--- config.mk ---
export PLATFORM = sky130hd
export DESIGN_NAME = radar_packet_deframer_flat
export DESIGN_NICKNAME = d
export VERILOG_FILES = /design/src/rpd_pkg.sv /design/src/rpd_stream_if.sv /design/src/rpd_magic_match.sv /design/src/radar_packet_deframer.sv /design/src/flat_wrapper.sv
export SDC_FILE = /design/constraint.sdc
export NUM_CORES = 1
export LEC_CHECK = 0
export BUFFER_PORTS_ARGS = -buffer_cell sky130_fd_sc_hd__buf_2
export CORE_MARGIN = 2
export CORE_UTILIZATION = 45
export DETAILED_ROUTE_END_ITERATION = 8
export PLACE_DENSITY = 0.66
export SYNTH_ARGS = -nofsm -noshare
export SYNTH_HDL_FRONTEND = slang
export SYNTH_SLANG_ARGS = --single-unit
--- constraint.sdc ---
create_clock -name clock -period 4.28 [get_ports clock]
set_input_delay 0.428 -clock clock [delete_from_list [all_inputs] [get_ports clock]]
set_output_delay 0.428 -clock clock [all_outputs]
set_load 0.03 [all_outputs]
--- src/rpd_pkg.sv ---
// Shared types and constants of the radar packet deframer.
`timescale 1ns / 1ps

package rpd_pkg;

   localparam int MAGIC_BYTES  = 8;
   localparam int HEADER_BYTES = 36;

   localparam logic [7:0] MAGIC_WORD [MAGIC_BYTES] = '{
      8'h02, 8'h01, 8'h04, 8'h03, 8'h06, 8'h05, 8'h08, 8'h07
   };
   localparam logic [7:0]  MAGIC_FIRST  = 8'h02;
   localparam logic [31:0] MAX_TLV_TYPE = 32'd3;

   localparam logic [2:0] PHASE_HUNT     = 3'd0;
   localparam logic [2:0] PHASE_HEADER   = 3'd1;
   localparam logic [2:0] PHASE_TLV_HEAD = 3'd2;
   localparam logic [2:0] PHASE_TLV_DATA = 3'd3;
   localparam logic [2:0] PHASE_OTHER    = 3'd4;

   localparam logic [3:0] WID_LENGTH     = 4'd1;
   localparam logic [3:0] WID_TLV_COUNT  = 4'd6;
   localparam logic [3:0] WID_TLV_TYPE   = 4'd7;
   localparam logic [3:0] WID_TLV_LENGTH = 4'd8;

   localparam logic [1:0] ERR_NONE      = 2'd0;
   localparam logic [1:0] ERR_SHORT     = 2'd1;
   localparam logic [1:0] ERR_LONG      = 2'd2;
   localparam logic [1:0] ERR_TLV_TYPE  = 2'd3;

   localparam logic [15:0] MAX_PACKET_RESET = 16'd4096;

   typedef enum logic [1:0] {
      SYNC_HUNT,
      SYNC_HEADER,
      SYNC_TLV,
      SYNC_OTHER
   } sync_state_type;

   typedef struct packed {
      logic       hit;
      logic       last;
      logic [2:0] next_index;
   } hunt_result_type;

   typedef struct packed {
      logic [7:0] data_byte;
   } req_word_type;

   typedef struct packed {
      logic [15:0] max_packet_bytes;
   } csr_word_type;

   typedef struct packed {
      logic [7:0]  out_byte;
      logic [2:0]  phase;
      logic [15:0] packet_offset;
      logic [7:0]  tlv_number;
      logic        word_done;
      logic [3:0]  word_id;
      logic [31:0] word_value;
      logic        packet_end;
      logic [1:0]  error_code;
   } rsp_word_type;

endpackage

--- src/rpd_stream_if.sv ---
// Valid/ready channel interface that carries one word of a given payload type.
`timescale 1ns / 1ps

interface rpd_stream_if #(
   parameter type payload_type = logic
) ();
   logic        valid;
   logic        ready;
   payload_type payload;

   modport source (output valid, output payload, input ready);
   modport sink (input valid, input payload, output ready);
endinterface

--- src/rpd_magic_match.sv ---
// Magic word matcher: compares one byte against the expected magic byte.
`timescale 1ns / 1ps

module rpd_magic_match
   import rpd_pkg::*;
(
   input  logic [7:0]      data_byte,
   input  logic [2:0]      magic_index,
   output hunt_result_type result
);

   always_comb begin
      result.hit        = (data_byte == MAGIC_WORD[magic_index]);
      result.last       = result.hit && (magic_index == 3'(MAGIC_BYTES - 1));
      result.next_index = 3'd0;
      if (result.hit) begin
         if (!result.last) begin
            result.next_index = magic_index + 3'd1;
         end
      end else if (data_byte == MAGIC_FIRST) begin
         // A mismatching byte may itself start a new magic word.
         result.next_index = 3'd1;
      end
   end

endmodule

--- src/radar_packet_deframer.sv ---
// Top level of the radar packet deframer: byte stream in, one annotated word out per byte.
`timescale 1ns / 1ps

//  Channel   | Dir | Payload                                  | Notes
//  ----------+-----+------------------------------------------+-------------------------------
//  req_chan  | in  | data_byte                                | one stream byte per word
//  rsp_chan  | out | out_byte, phase, packet_offset, ...      | exactly one word per req word
//  csr_chan  | in  | max_packet_bytes                         | always ready, write when idle
//
//  The block takes one byte per clock cycle unless it stalls. A byte waits in the input
//  register and is decoded on its way into the result register, from which its result
//  word is offered. A stalled result register holds its word while the input register
//  takes one more byte; only when both are full does req_chan.ready drop.
//  Reset (synchronous, active high) puts the parser back into hunting for the magic word and
//  sets max_packet_bytes to 4096.

module radar_packet_deframer
   import rpd_pkg::*;
#(
   parameter int LENGTH_WIDTH = 16,
   parameter int MAX_TLVS     = 256
) (
   input  logic       clock,
   input  logic       reset,
   rpd_stream_if.sink   req_chan,
   rpd_stream_if.source rsp_chan,
   rpd_stream_if.sink   csr_chan
);

   // Packet lengths above the configured maximum are rejected; the maximum is further capped
   // by the length width, so the stored packet size never needs more than SizeWidth bits.
   localparam int SizeWidth = (LENGTH_WIDTH < 16) ? LENGTH_WIDTH : 16;
   localparam logic [15:0] LenCap = (LENGTH_WIDTH >= 16) ? 16'hFFFF :
                                    16'((32'd1 << LENGTH_WIDTH) - 32'd1);
   // The TLV counter must be able to hold the TLV limit itself.
   localparam int CountWidth = $clog2(MAX_TLVS + 1);

   // Handshake and pipeline registers.
   logic                  in_valid_ff;
   logic [7:0]            in_byte_ff;
   logic                  out_valid_ff, out_valid_in;
   rsp_word_type          out_word_ff, out_word_in;
   logic                  move;
   logic [15:0]           max_ff;

   // Parser state.
   sync_state_type        sync_ff, sync_in;
   logic [2:0]            magic_idx_ff, magic_idx_in;
   logic [15:0]           pos_ff, pos_in;
   logic [31:0]           shift_ff, shift_in;
   logic [SizeWidth-1:0]  size_ff, size_in;
   logic [CountWidth-1:0] tlv_limit_ff, tlv_limit_in;
   logic [CountWidth-1:0] tlv_cnt_ff, tlv_cnt_in;
   logic [2:0]            hdr_bytes_ff, hdr_bytes_in;
   logic [15:0]           remain_ff, remain_in;

   hunt_result_type       hunt;

   // A byte moves from the input register into the result register when the latter is free
   // or being emptied in the same cycle.
   assign move           = in_valid_ff && (!out_valid_ff || rsp_chan.ready);
   assign req_chan.ready = !in_valid_ff || move;
   assign out_valid_in   = move || (out_valid_ff && !rsp_chan.ready);
   assign rsp_chan.valid   = out_valid_ff;
   assign rsp_chan.payload = out_word_ff;
   assign csr_chan.ready   = 1'b1;

   rpd_magic_match u_magic (
      .data_byte   (in_byte_ff),
      .magic_index (magic_idx_ff),
      .result      (hunt)
   );

   always_ff @(posedge clock) begin
      if (reset) begin
         in_valid_ff  <= 1'b0;
         out_valid_ff <= 1'b0;
         max_ff       <= MAX_PACKET_RESET;
         sync_ff      <= SYNC_HUNT;
         magic_idx_ff <= 3'd0;
         pos_ff       <= 16'd0;
         size_ff      <= '0;
         tlv_limit_ff <= '0;
         tlv_cnt_ff   <= '0;
         hdr_bytes_ff <= 3'd0;
         remain_ff    <= 16'd0;
      end else begin
         in_valid_ff  <= req_chan.valid || (in_valid_ff && !move);
         out_valid_ff <= out_valid_in;
         if (csr_chan.valid) begin
            max_ff <= csr_chan.payload.max_packet_bytes;
         end
         if (move) begin
            sync_ff      <= sync_in;
            magic_idx_ff <= magic_idx_in;
            pos_ff       <= pos_in;
            size_ff      <= size_in;
            tlv_limit_ff <= tlv_limit_in;
            tlv_cnt_ff   <= tlv_cnt_in;
            hdr_bytes_ff <= hdr_bytes_in;
            remain_ff    <= remain_in;
         end
      end
   end

   // Payload registers need no reset.
   always_ff @(posedge clock) begin
      if (req_chan.ready) begin
         in_byte_ff <= req_chan.payload.data_byte;
      end
      if (move) begin
         shift_ff    <= shift_in;
         out_word_ff <= out_word_in;
      end
   end

   // Next parser state and result word for the byte in the input register.
   always_comb begin
      logic [4:0]            rel;
      logic [3:0]            wid;
      logic [15:0]           eff_len;
      logic [15:0]           tlv_len;
      logic [CountWidth-1:0] cnt_next;
      logic                  aborted;
      logic                  tlv_done;

      sync_in      = sync_ff;
      magic_idx_in = magic_idx_ff;
      pos_in       = pos_ff;
      shift_in     = shift_ff;
      size_in      = size_ff;
      tlv_limit_in = tlv_limit_ff;
      tlv_cnt_in   = tlv_cnt_ff;
      hdr_bytes_in = hdr_bytes_ff;
      remain_in    = remain_ff;

      out_word_in               = '0;
      out_word_in.out_byte      = in_byte_ff;
      out_word_in.phase         = PHASE_HUNT;
      out_word_in.error_code    = ERR_NONE;

      rel      = 5'(pos_ff - 16'd8);
      wid      = {1'b0, rel[4:2]};
      eff_len  = (max_ff > LenCap) ? LenCap : max_ff;
      // Saturated TLV length of the word that the current byte completes.
      tlv_len  = (|{in_byte_ff, shift_ff[31:24]}) ? 16'hFFFF : shift_ff[23:8];
      cnt_next = tlv_cnt_ff + CountWidth'(1);
      aborted  = 1'b0;
      tlv_done = 1'b0;

      if (sync_ff == SYNC_HUNT) begin
         magic_idx_in = hunt.next_index;
         if (hunt.hit) begin
            out_word_in.packet_offset = {13'd0, magic_idx_ff};
         end
         if (hunt.last) begin
            sync_in = SYNC_HEADER;
            pos_in  = 16'(MAGIC_BYTES);
         end
      end else begin
         out_word_in.packet_offset = pos_ff;
         shift_in = {in_byte_ff, shift_ff[31:8]};

         unique case (sync_ff)
            SYNC_HEADER: begin
               out_word_in.phase = PHASE_HEADER;
               if (rel[1:0] == 2'd3) begin
                  out_word_in.word_done  = 1'b1;
                  out_word_in.word_id    = wid;
                  out_word_in.word_value = shift_in;
                  if (wid == WID_LENGTH) begin
                     priority if (shift_in < 32'(HEADER_BYTES)) begin
                        out_word_in.error_code = ERR_SHORT;
                        aborted = 1'b1;
                     end else if (shift_in > {16'd0, eff_len}) begin
                        out_word_in.error_code = ERR_LONG;
                        aborted = 1'b1;
                     end else begin
                        size_in = SizeWidth'(shift_in);
                     end
                  end else if (wid == WID_TLV_COUNT) begin
                     tlv_limit_in = (shift_in >= 32'(MAX_TLVS)) ? CountWidth'(MAX_TLVS) :
                                    CountWidth'(shift_in);
                     tlv_cnt_in   = '0;
                     hdr_bytes_in = 3'd0;
                     remain_in    = 16'd0;
                     sync_in      = (tlv_limit_in == '0) ? SYNC_OTHER : SYNC_TLV;
                  end
               end
            end
            SYNC_TLV: begin
               out_word_in.tlv_number = 8'(tlv_cnt_ff);
               if (remain_ff != 16'd0) begin
                  out_word_in.phase = PHASE_TLV_DATA;
                  remain_in = remain_ff - 16'd1;
                  tlv_done  = (remain_ff == 16'd1);
               end else begin
                  out_word_in.phase = PHASE_TLV_HEAD;
                  hdr_bytes_in = hdr_bytes_ff + 3'd1;
                  priority if (hdr_bytes_ff == 3'd3) begin
                     out_word_in.word_done  = 1'b1;
                     out_word_in.word_id    = WID_TLV_TYPE;
                     out_word_in.word_value = shift_in;
                     if (shift_in > MAX_TLV_TYPE) begin
                        // Unknown type: the rest of the packet is not walked.
                        out_word_in.error_code = ERR_TLV_TYPE;
                        sync_in = SYNC_OTHER;
                     end
                  end else if (hdr_bytes_ff == 3'd7) begin
                     out_word_in.word_done  = 1'b1;
                     out_word_in.word_id    = WID_TLV_LENGTH;
                     out_word_in.word_value = shift_in;
                     remain_in = tlv_len;
                     tlv_done  = (tlv_len == 16'd0);
                  end else begin
                     out_word_in.word_done = 1'b0;
                  end
               end
               if (tlv_done) begin
                  tlv_cnt_in   = cnt_next;
                  hdr_bytes_in = 3'd0;
                  remain_in    = 16'd0;
                  if (cnt_next == tlv_limit_ff) begin
                     sync_in = SYNC_OTHER;
                  end
               end
            end
            SYNC_OTHER: begin
               out_word_in.phase      = PHASE_OTHER;
               out_word_in.tlv_number = 8'(tlv_cnt_ff);
            end
            default: begin
               out_word_in.phase = PHASE_HUNT;
            end
         endcase

         priority if (aborted) begin
            sync_in      = SYNC_HUNT;
            magic_idx_in = 3'd0;
            pos_in       = 16'd0;
         end else if ((pos_ff >= 16'd16) &&
                      ({1'b0, pos_ff} + 17'd1 == 17'(size_ff))) begin
            out_word_in.packet_end = 1'b1;
            sync_in      = SYNC_HUNT;
            magic_idx_in = 3'd0;
            pos_in       = 16'd0;
         end else begin
            pos_in = pos_ff + 16'd1;
         end
      end
   end

endmodule

--- src/flat_wrapper.sv ---
// flat-port wrapper written by rule: the top's interface ports become plain ports
module radar_packet_deframer_flat import rpd_pkg::*;
#(
   parameter int LENGTH_WIDTH = 16,
   parameter int MAX_TLVS     = 256
)
  (clock, reset, req_chan_valid, req_chan_payload, req_chan_ready, rsp_chan_valid, rsp_chan_payload, rsp_chan_ready, csr_chan_valid, csr_chan_payload, csr_chan_ready);
  rpd_stream_if #(.payload_type(req_word_type)) req_chan_i ();
  rpd_stream_if #(.payload_type(rsp_word_type)) rsp_chan_i ();
  rpd_stream_if #(.payload_type(csr_word_type)) csr_chan_i ();
  input  logic clock;
  input  logic reset;
  input wire logic [$bits(req_chan_i.valid)-1:0] req_chan_valid;
  input wire logic [$bits(req_chan_i.payload)-1:0] req_chan_payload;
  output wire logic [$bits(req_chan_i.ready)-1:0] req_chan_ready;
  output wire logic [$bits(rsp_chan_i.valid)-1:0] rsp_chan_valid;
  output wire logic [$bits(rsp_chan_i.payload)-1:0] rsp_chan_payload;
  input wire logic [$bits(rsp_chan_i.ready)-1:0] rsp_chan_ready;
  input wire logic [$bits(csr_chan_i.valid)-1:0] csr_chan_valid;
  input wire logic [$bits(csr_chan_i.payload)-1:0] csr_chan_payload;
  output wire logic [$bits(csr_chan_i.ready)-1:0] csr_chan_ready;
  assign req_chan_i.valid = req_chan_valid;
  assign req_chan_i.payload = req_chan_payload;
  assign req_chan_ready = req_chan_i.ready;
  assign rsp_chan_valid = rsp_chan_i.valid;
  assign rsp_chan_payload = rsp_chan_i.payload;
  assign rsp_chan_i.ready = rsp_chan_ready;
  assign csr_chan_i.valid = csr_chan_valid;
  assign csr_chan_i.payload = csr_chan_payload;
  assign csr_chan_ready = csr_chan_i.ready;
  radar_packet_deframer #(.LENGTH_WIDTH(LENGTH_WIDTH), .MAX_TLVS(MAX_TLVS)) u_core (.clock(clock), .reset(reset), .req_chan(req_chan_i), .rsp_chan(rsp_chan_i), .csr_chan(csr_chan_i));
endmodule
==> results.ini <==
[timing]
timing.hold.ws_ps=155
worst-slew-pin-transition_ps=879
hold_violations=0
fin_ws_ps=841
tns_ps=0
slew_headroom_pct=41.4
finalSetupViolCount=0
rsz0062_at_grt=no
slew_violations=0
layout_min_cycle_time_ps=3440
fin_crit_sh_pct=80.3
skew_ps=13.1
max_freq_ghz=0.291

[synthesis]
synth_nets=986
synth_area_mm2=0.00967
ys_types=78
ys_ff_latch=199
yosysWarnings=0
synth_flop_cell=edfxtp_1
synth_cells=921
yosysSeqAreaShare_pct=52.3
synth_edf_count=107
avgSynthCellArea_um2=10.5
postSynth.asyncResetShare_pct=0

[floorplanning]
chipHeight_um=151
start_util_pct=45.9
num_rows=53
core_mm2=0.0211
ios=107
die_x_um=151
dieArea_mm2=0.0227

[routing]
viasPerCell=5.61
routed_wl_mm=23.4
wl_met3_mm=1.39
drtPass1Iterations=5
num_vias=7307
dr.max_layer_used=met4
routedWlPerCell_um=18.0
drt-met1-wl_mm=11.2
drc_errors=0
wl_met2_mm=10.5
antenna_left=0
drtIter0Drc=674

[final_layout]
utilization_pct=52.6
final_common_cell=edfxtp_1
final_layout_size_suffix_gt1_share_pct=18.1
fin_area_mm2=0.0111
nNetsFinal=1080
instances_no_fill=1303
final_cell_mix=107 x edfxtp_1, 105 x buf_2, 94 x nor2_1
antenna_cells=0
areaGrowthSynthToFinish_pct=14.6

[clocking]
cts_resized=0
numClockSinks=199
cts_tree=yes
hold_buffers=0
cts.path.max_buffers=2
htreeDepth=4
cts_setup_buffers=0
numCtsBuffers=17
clk_latency_ps=440
cts_root_buf=clkbuf_16
clk_pin_slew_worst_paths_ps=80

[pwr]
p_comb_share_pct=5.1
ir_drop_mv=0.269
powerDensity_mw_per_mm2=360
p_leak_nw=3.97
pwr-share-seq_pct=52.0
power_switching_share_pct=25.5
intPower_mw=2.97
pwr-share-clk_pct=42.9
power_mw=3.99
power_switching_mw=1.02

[global_route]
grt_max_degree=69
antenna_found_initial=1
grt_pass1_wl_mm=36.4
grt_usage_pct=20.8
grt-ovfl-total=0
grt_pass1_vias=6615

[critical_path]
path_buf_inv=0
critPathRequiredTime_ps=4610
ff2ff_path_depth=9
crit_family=compound AO/OA/AOI/OAI gates
cpMaxStageDelayCell=nor3_1
critical_path_class=flop to flop
cp.arrival_ps=3770
path_cells=ha_1 > a21o_1 > a21o_1 > a221o_1 > o31a_1 > o31a_1 > nor3_1 > a31oi_1 > and4_1
startpoint_type=flop
cpPeakStageDelay_ps=630
crit_cells=9
critPathCaptureType=flop
crit_fanout=6

[placed_design]
placed_cells=1271
io_buffers=105
gp_congestion=0.898
post-place-ws_ps=890
dpl.hpwl_mm=15.8
dpl_cell_area_mm2=0.0104

[min_path]
hold_depth=1
hold_path.class=primary input to flop

[outcome]
status=completed

[flow_run]
cap_viol_max_count=0

[power by group through the flow]
stage / Sequential, mW / Combinational [mW] / Clock, mW
floorplan: 2.19 / 0.0660 / 0
global placement: 2.12 / 0.204 / 0
detailed placement: 2.12 / 0.206 / 0
CTS: 2.07 / 0.206 / 1.73
global route: 2.08 / 0.220 / 1.81
finish: 2.07 / 0.204 / 1.71
[cells by family (layout without fill, tap and decap cells)]
kind of cell / after synthesis / after routing / share of synthesized area (%)
AO/OA/AOI/OAI: 160 / 160 / 10.9
other: 1 / 1 / 0.0388
AND/OR/NAND/NOR: 363 / 363 / 20.7
buffers and inverters: 80 / 187 / 3.53
adder cells (fa/ha/maj): 36 / 36 / 4.66
multiplexers: 35 / 35 / 3.63
XOR/XNOR: 47 / 47 / 4.26
flip-flops: 199 / 199 / 52.3
[synthesized netlist by cell type, types with 4 or more instances]
library cell	n	share of area, %
o211ai_1	6	0.47
dfxtp_1	92	19
or2_2	5	0.32
a21oi_1	48	2.5
and4_1	5	0.45
inv_1	33	1.3
o31ai_1	4	0.31
xor2_1	17	1.5
nor3b_1	5	0.39
and2_1	43	2.8
o21a_1	4	0.31
nand2_1	56	2.2
o21ai_0	24	1.2
ha_1	36	4.7
or3_1	5	0.32
nand2b_1	9	0.58
nor2_1	94	3.6
nor3_1	26	1.3
o2111ai_1	10	0.91
edfxtp_1	107	33
o31a_1	4	0.36
nand3_1	26	1.3
a31oi_1	8	0.52
a22oi_1	12	0.93
nor2b_1	17	1.1
nor4_1	16	1.0
buf_2	16	0.83
nand4_1	16	1.0
a21o_1	4	0.31
o21ai_1	8	0.41
xnor2_1	30	2.7
clkbuf_1	20	0.78
and3_1	6	0.39
mux2i_1	34	3.5
nand3b_1	6	0.47
[flip-flops by register name (all words and copies together) (netlist names)]
signal                   count
u_core.remain_ff            16
u_core.tlv_cnt_ff            9
u_core.hdr_bytes_ff          3
u_core.sync_ff               2
u_core.tlv_limit_ff          9
u_core.in_byte_ff            8
u_core.magic_idx_ff          3
u_core.size_ff              16
u_core.pos_ff               16
u_core.max_ff               16
u_core.rsp_chan.payload     75
u_core.rsp_chan.valid        1
u_core.shift_ff             24
u_core.in_valid_ff           1
[layout make-up]
type	count	area [um2]
clock buffers	17	425
inverters	35	133
fillers	1912	10000
flip-flops and latches	199	5050
clock inverters	15	216
repair buffers	120	638
multi-input cells	642	4280
well taps	275	344
[worst paths after layout]
path | from | endpoint | slack [ps]
worst max-delay path | u_core.shift_ff[21] | u_core.sync_ff[0] | 840
worst min-delay path | req_chan_payload[7] | u_core.in_byte_ff[7] | 160
worst max register to register | u_core.shift_ff[21] | u_core.sync_ff[0] | 840
worst min register to register | u_core.remain_ff[1] | u_core.remain_ff[1] | 480
[per-layer routing]
| layer | up-vias | track usage, % |
|---|---|---|
| met5 | - | 0 |
| met4 | 0 | 6.17 |
| met3 | 27 | 3.36 |
| met2 | 257 | 31.6 |
| met1 | 3501 | 30.7 |
| li1 | 3522 | - |
No activity file was read; power rests on OpenSTA's default activity.
